`src/hw/rtl/multinomial_inverse_cdf_sampler_top_defines.svh`:
```
// Assertion helpers for the sampler block
`ifndef MULTINOMIAL_INVERSE_CDF_SAMPLER_TOP_DEFINES_SVH
`define MULTINOMIAL_INVERSE_CDF_SAMPLER_TOP_DEFINES_SVH

// same-cycle implication, clocked on clk, off during reset
`define MICS_ASSERT_NOW(lbl, ante, cons) \
	lbl: assert property (@(posedge clk) disable iff (!arst_n) (ante) |-> (cons)) \
		else $error("sampler check failed");

// next-cycle implication
`define MICS_ASSERT_NEXT(lbl, ante, cons) \
	lbl: assert property (@(posedge clk) disable iff (!arst_n) (ante) |=> (cons)) \
		else $error("sampler check failed");

`endif

```
`src/hw/rtl/mics_pkg.sv`:
```
package mics_pkg;

	localparam int MAX_BINS_DEF      = 64;
	localparam int FRACTION_BITS_DEF = 16;
	localparam int CMD_W             = 2;
	localparam int PROP_W            = 16;
	localparam int COUNT_W           = 16;
	localparam int BIN_IDX_W         = 6;

	typedef enum logic [CMD_W-1:0] {
		CMD_LOAD = 2'd0,
		CMD_DRAW = 2'd1,
		CMD_EMIT = 2'd2,
		CMD_NOP  = 2'd3
	} cmd_t;

	// broadcast controls for the whole row of cells
	typedef struct packed {
		logic shift;
		logic clear;
	} chain_ctl_t;

endpackage

```
`src/hw/rtl/mics_cell.sv`:
```
module mics_cell import mics_pkg::*; #(
	parameter int IDX = 0,
	parameter int TW  = 22,
	parameter int NBW = 7
) (
	input  logic               clk,
	input  logic               arst_n,
	input  chain_ctl_t         ctl,
	input  logic               load_en,
	input  logic [TW-1:0]      load_thr,
	input  logic               tok_v_in,
	input  logic [TW-1:0]      tok_u_in,
	input  logic [NBW-1:0]     tok_n_in,
	output logic               tok_v_out,
	output logic [TW-1:0]      tok_u_out,
	output logic [NBW-1:0]     tok_n_out,
	output logic               busy,
	input  logic [COUNT_W-1:0] count_in,
	output logic [COUNT_W-1:0] count
);

	logic [TW-1:0]      thr_q;
	logic [COUNT_W-1:0] count_q;
	logic               tok_v_q;
	logic [TW-1:0]      tok_u_q;
	logic [NBW-1:0]     tok_n_q;
	logic               hit;

	// a draw only sees bins that were loaded when it entered the row
	assign hit = tok_v_q && (NBW'(IDX) < tok_n_q) && (thr_q >= tok_u_q);

	always_ff @(posedge clk or negedge arst_n) begin
		if (!arst_n) begin
			count_q <= '0;
			tok_v_q <= 1'b0;
		end else begin
			tok_v_q <= tok_v_in;
			if (ctl.clear) begin
				count_q <= '0;
			end else if (ctl.shift) begin
				count_q <= count_in;
			end else if (hit && count_q != '1) begin
				count_q <= count_q + 1'b1;
			end
		end
	end

	always_ff @(posedge clk) begin
		tok_u_q <= tok_u_in;
		tok_n_q <= tok_n_in;
		if (load_en) begin
			thr_q <= load_thr;
		end
	end

	assign tok_v_out = tok_v_q && !hit;
	assign tok_u_out = tok_u_q;
	assign tok_n_out = tok_n_q;
	assign busy      = tok_v_q;
	assign count     = count_q;

endmodule
```
`config.mk`:
```
export PLATFORM = sky130hd
export DESIGN_NAME = mics_cell
export DESIGN_NICKNAME = d
export VERILOG_FILES = /design/src/hw/rtl/multinomial_inverse_cdf_sampler_top_defines.svh /design/src/hw/rtl/mics_pkg.sv /design/src/hw/rtl/mics_cell.sv
export SDC_FILE = /design/constraint.sdc
export NUM_CORES = 1
export LEC_CHECK = 0
export BUFFER_PORTS_ARGS = -buffer_cell sky130_fd_sc_hd__buf_2
export CAP_MARGIN = 15
export CORE_ASPECT_RATIO = 0.7
export CORE_MARGIN = 3
export CORE_UTILIZATION = 48
export CTS_CLUSTER_SIZE = 25
export DETAILED_ROUTE_END_ITERATION = 8
export PLACE_DENSITY_LB_ADDON = 0.08
export SYNTH_ARGS = -nofsm -noshare
export SYNTH_HDL_FRONTEND = slang
export SYNTH_SLANG_ARGS = --single-unit
```
`constraint.sdc`:
```
create_clock -name clk -period 3.1 [get_ports clk]
set_input_delay 0.775 -clock clk [delete_from_list [all_inputs] [get_ports clk]]
set_output_delay 0.775 -clock clk [all_outputs]
set_load 0.01 [all_outputs]
```
==> out/metrics.cfg <==
[setup_path]
critPathArrivalTime_ns = 2.22
crit_cells = 8
cp_num_buf_inv = 1
cp-end-kind = output port
r2r-start = thr_q[16]$_DFFE_PP_
worstSetupStartpointType = register
setup.worst_path.start = thr_q[16]$_DFFE_PP_
slowest_stage = nor4_4
critical_path.cell_chain = ha_1 -> nand4_1 -> nor4_4 -> a21o_1 -> a31oi_2 -> a21oi_4 -> nor2b_1 -> buf_2
crit_end = tok_v_out
crit_required_ns = 2.32
criticalPathCategory = register to output port
critPathMaxFanout = 3
critPathTopFamily = simple AND/OR/NAND/NOR gates
rr_endpoint = count[0]$_DFFE_PN0P_
critPathMaxStageDelay_ns = 0.39
regToRegSetupSlack_ns = 0.61
r2r_cells = 9

[clocking]
clock-sinks = 68
root_buffer = clkbuf_8
cts_tree = yes
htreeDepth = 3
clk_pin_slew_ns = 0.07
insertion_delay_ns = 0.34
clockBufferDepth = 2
cts_buffers = 9
hold_buffers = 0

[drt]
via_count = 2492
remaining_drc_errors = 0
ant_nets = 0
drtPass1Iterations = 4
drt_iter0_drc = 114
wirelength_um = 7121
routedWlPerCell_um = 15.05
avgViaCountPerCell = 5.268

[timing]
worst_pin_slew_ns = 0.7220
setup_ws_ns = 0.1062
period_needed_ns = 2.994
slew_headroom_pct = 51.69
clock.fmax_mhz = 334.0
finClkSkew_ns = 0.009758
rsz0062_at_grt = true
tns_ns = 0
finalHoldViolCount = 0
drv_slew = 0
finalCritPeriodShare_pct = 96.57
setup_viol = 0

[finish]
final_common_cell = buf_2
num-fill-cells = 497
layout_common_cells = buf_2 (119), dfxtp_1 (28), inv_1 (27), ha_1 (23), edfxtp_1 (22)
diodes = 0
drive_gt1_share_pct = 38.19
nets = 489
instances_no_fill = 473
area_growth_pct = 28.89

[floorplanning]
core_area_um2 = 5928
dieArea_um2 = 7321
num_io_pins = 120
die_w_um = 101.0
start_util_pct = 51.14
num_rows = 23
die_y_um = 72.49

[synthesis]
synth_async_sr_flop_share_pct = 25.00
syn_area_um2 = 3032
postSynthCellCount = 270
syn-num-nets = 366
synthFlopType = dfxtp_1
ys_types = 55
synth_edf_count = 22
yosys_warnings = 0
syn_avg_cell_area_um2 = 11.23
ys_ff_latch = 68
ys_seq_area_share_pct = 54.97

[placement]
hpwl_um = 5404
io_buffers = 119
post-place-ws_ns = 0.3412
gp_congestion = 0.8511
dp.cells = 456

[hold_path]
min_path_type = input pin to asynchronous set/reset pin

[flow_run]
max_cap_viol_count = 0

[status]
status = finished, final reports clean

[pwr]
p_per_area_nw_per_um2 = 518.6
vdd_drop_max_uv = 300.2
power_w = 0.002027
p_leak_nw = 1.878

[grt]
grtUsageTotal_pct = 20.42
grt_max_degree = 24
antenna_found_initial = 1
first_global_vias = 2357
overflow = 0
grt_pass1_wl_um = 11380

report_power, final:
| group | switching, W | internal [W] |
|---|---|---|
| combinational | 0.000149 | 0.000124 |
| clock | 0.000338 | 0.000390 |
| sequential | 0.0000412 | 0.000984 |
per-stage QoR:
stage / hold slack, ns / utilization (%) / instance area, µm²
floorplan: 0.4794 / - / 3032
CTS: 0.3539 / 65.77 / 3899
finish: 0.3561 / 65.91 / 3908
global placement: 0.6148 / 62.14 / 3684
detailed placement: 0.6245 / 62.14 / 3684
global route: 0.3705 / 65.91 / 3908
layer usage:
layer | vias to the layer above | global-route usage, % | share of wire (%)
met5 | - | 0 | 0.18
met4 | 2 | 7.375 | 1.4
met2 | 103 | 29.10 | 42
met3 | 10 | 8.357 | 9.7
li1 | 1238 | - | -
met1 | 1139 | 28.03 | 46
synth_stat cells, types with 2 or more instances:
cell | instances | area share [%]
nand3_1 | 9 | 1.5
o21ai_0 | 5 | 0.83
a21o_1 | 2 | 0.50
and3_1 | 3 | 0.62
a2111oi_2 | 2 | 0.99
edfxtp_1 | 22 | 22
nor2b_1 | 2 | 0.41
nand2_1 | 17 | 2.1
a21oi_1 | 16 | 2.6
nand3_2 | 2 | 0.66
a211oi_1 | 9 | 2.2
dfxtp_1 | 29 | 19
ha_1 | 23 | 9.5
nand2b_1 | 3 | 0.62
dfrtp_1 | 17 | 14
clkbuf_1 | 6 | 0.74
nand4_1 | 4 | 0.83
o211a_1 | 2 | 0.66
o211ai_1 | 6 | 1.5
a21boi_0 | 2 | 0.50
a32oi_1 | 4 | 1.2
inv_1 | 27 | 3.3
nor4_1 | 5 | 1.0
nor3_1 | 7 | 1.2
nor2_1 | 16 | 2.0
worst reg2reg max path, delay by kind of cell, from the launching register on:
family                     cells  cell delay [ns]
and+or+nand+nor                2             0.58
AOI/OAI and AO/OA              5             0.88
adders and majority gates      1             0.30
buffers and inverters          1             0.25
DFF                            1             0.37
registers in the layout, summed over array words and instances, names as in the netlist:
signal / flops
count: 16
busy: 1
thr_q: 22
tok_u_out: 22
tok_n_out: 7
repair_timing:
action,in CTS,in global routing
gates cloned,0,0
endpoints found under the setup margin,1,1
pin swaps,0,4
gates resized for setup,1,1
setup buffers,0,1
logic make-up after synthesis:
kind of cell	synth area share, %
AOI/OAI and AO/OA	15.93
xor gates and xnor gates	0.2890
adders and majority gates	9.492
and+or+nand+nor	14.36
buffers and inverters	4.952
DFF	54.97
area by class of cell:
cell class / instances / area [µm²] / share of cell area, %
clock inverters: 4 / 28.78 / 0.7365
flip-flops and latches: 68 / 1668 / 42.68
clock buffers: 12 / 177.7 / 4.547
inverters: 28 / 105.1 / 2.690
repair buffers: 121 / 610.6 / 15.63
multi-input cells: 165 / 1224 / 31.32
well taps: 75 / 93.84 / 2.402
worst min-delay path by stage:
stage                                  endpoint                  from  cells after the start
after floorplan                  busy$_DFF_PN0_                arst_n                      0
after global placement     count[2]$_DFFE_PN0P_  count[2]$_DFFE_PN0P_                      2
after detailed placement   count[6]$_DFFE_PN0P_  count[6]$_DFFE_PN0P_                      2
after CTS                 count[12]$_DFFE_PN0P_                arst_n                      1
after global routing             busy$_DFF_PN0_                arst_n                      1
final                     count[12]$_DFFE_PN0P_                arst_n                      1
Note: power is estimated with default switching activity, not from simulation.
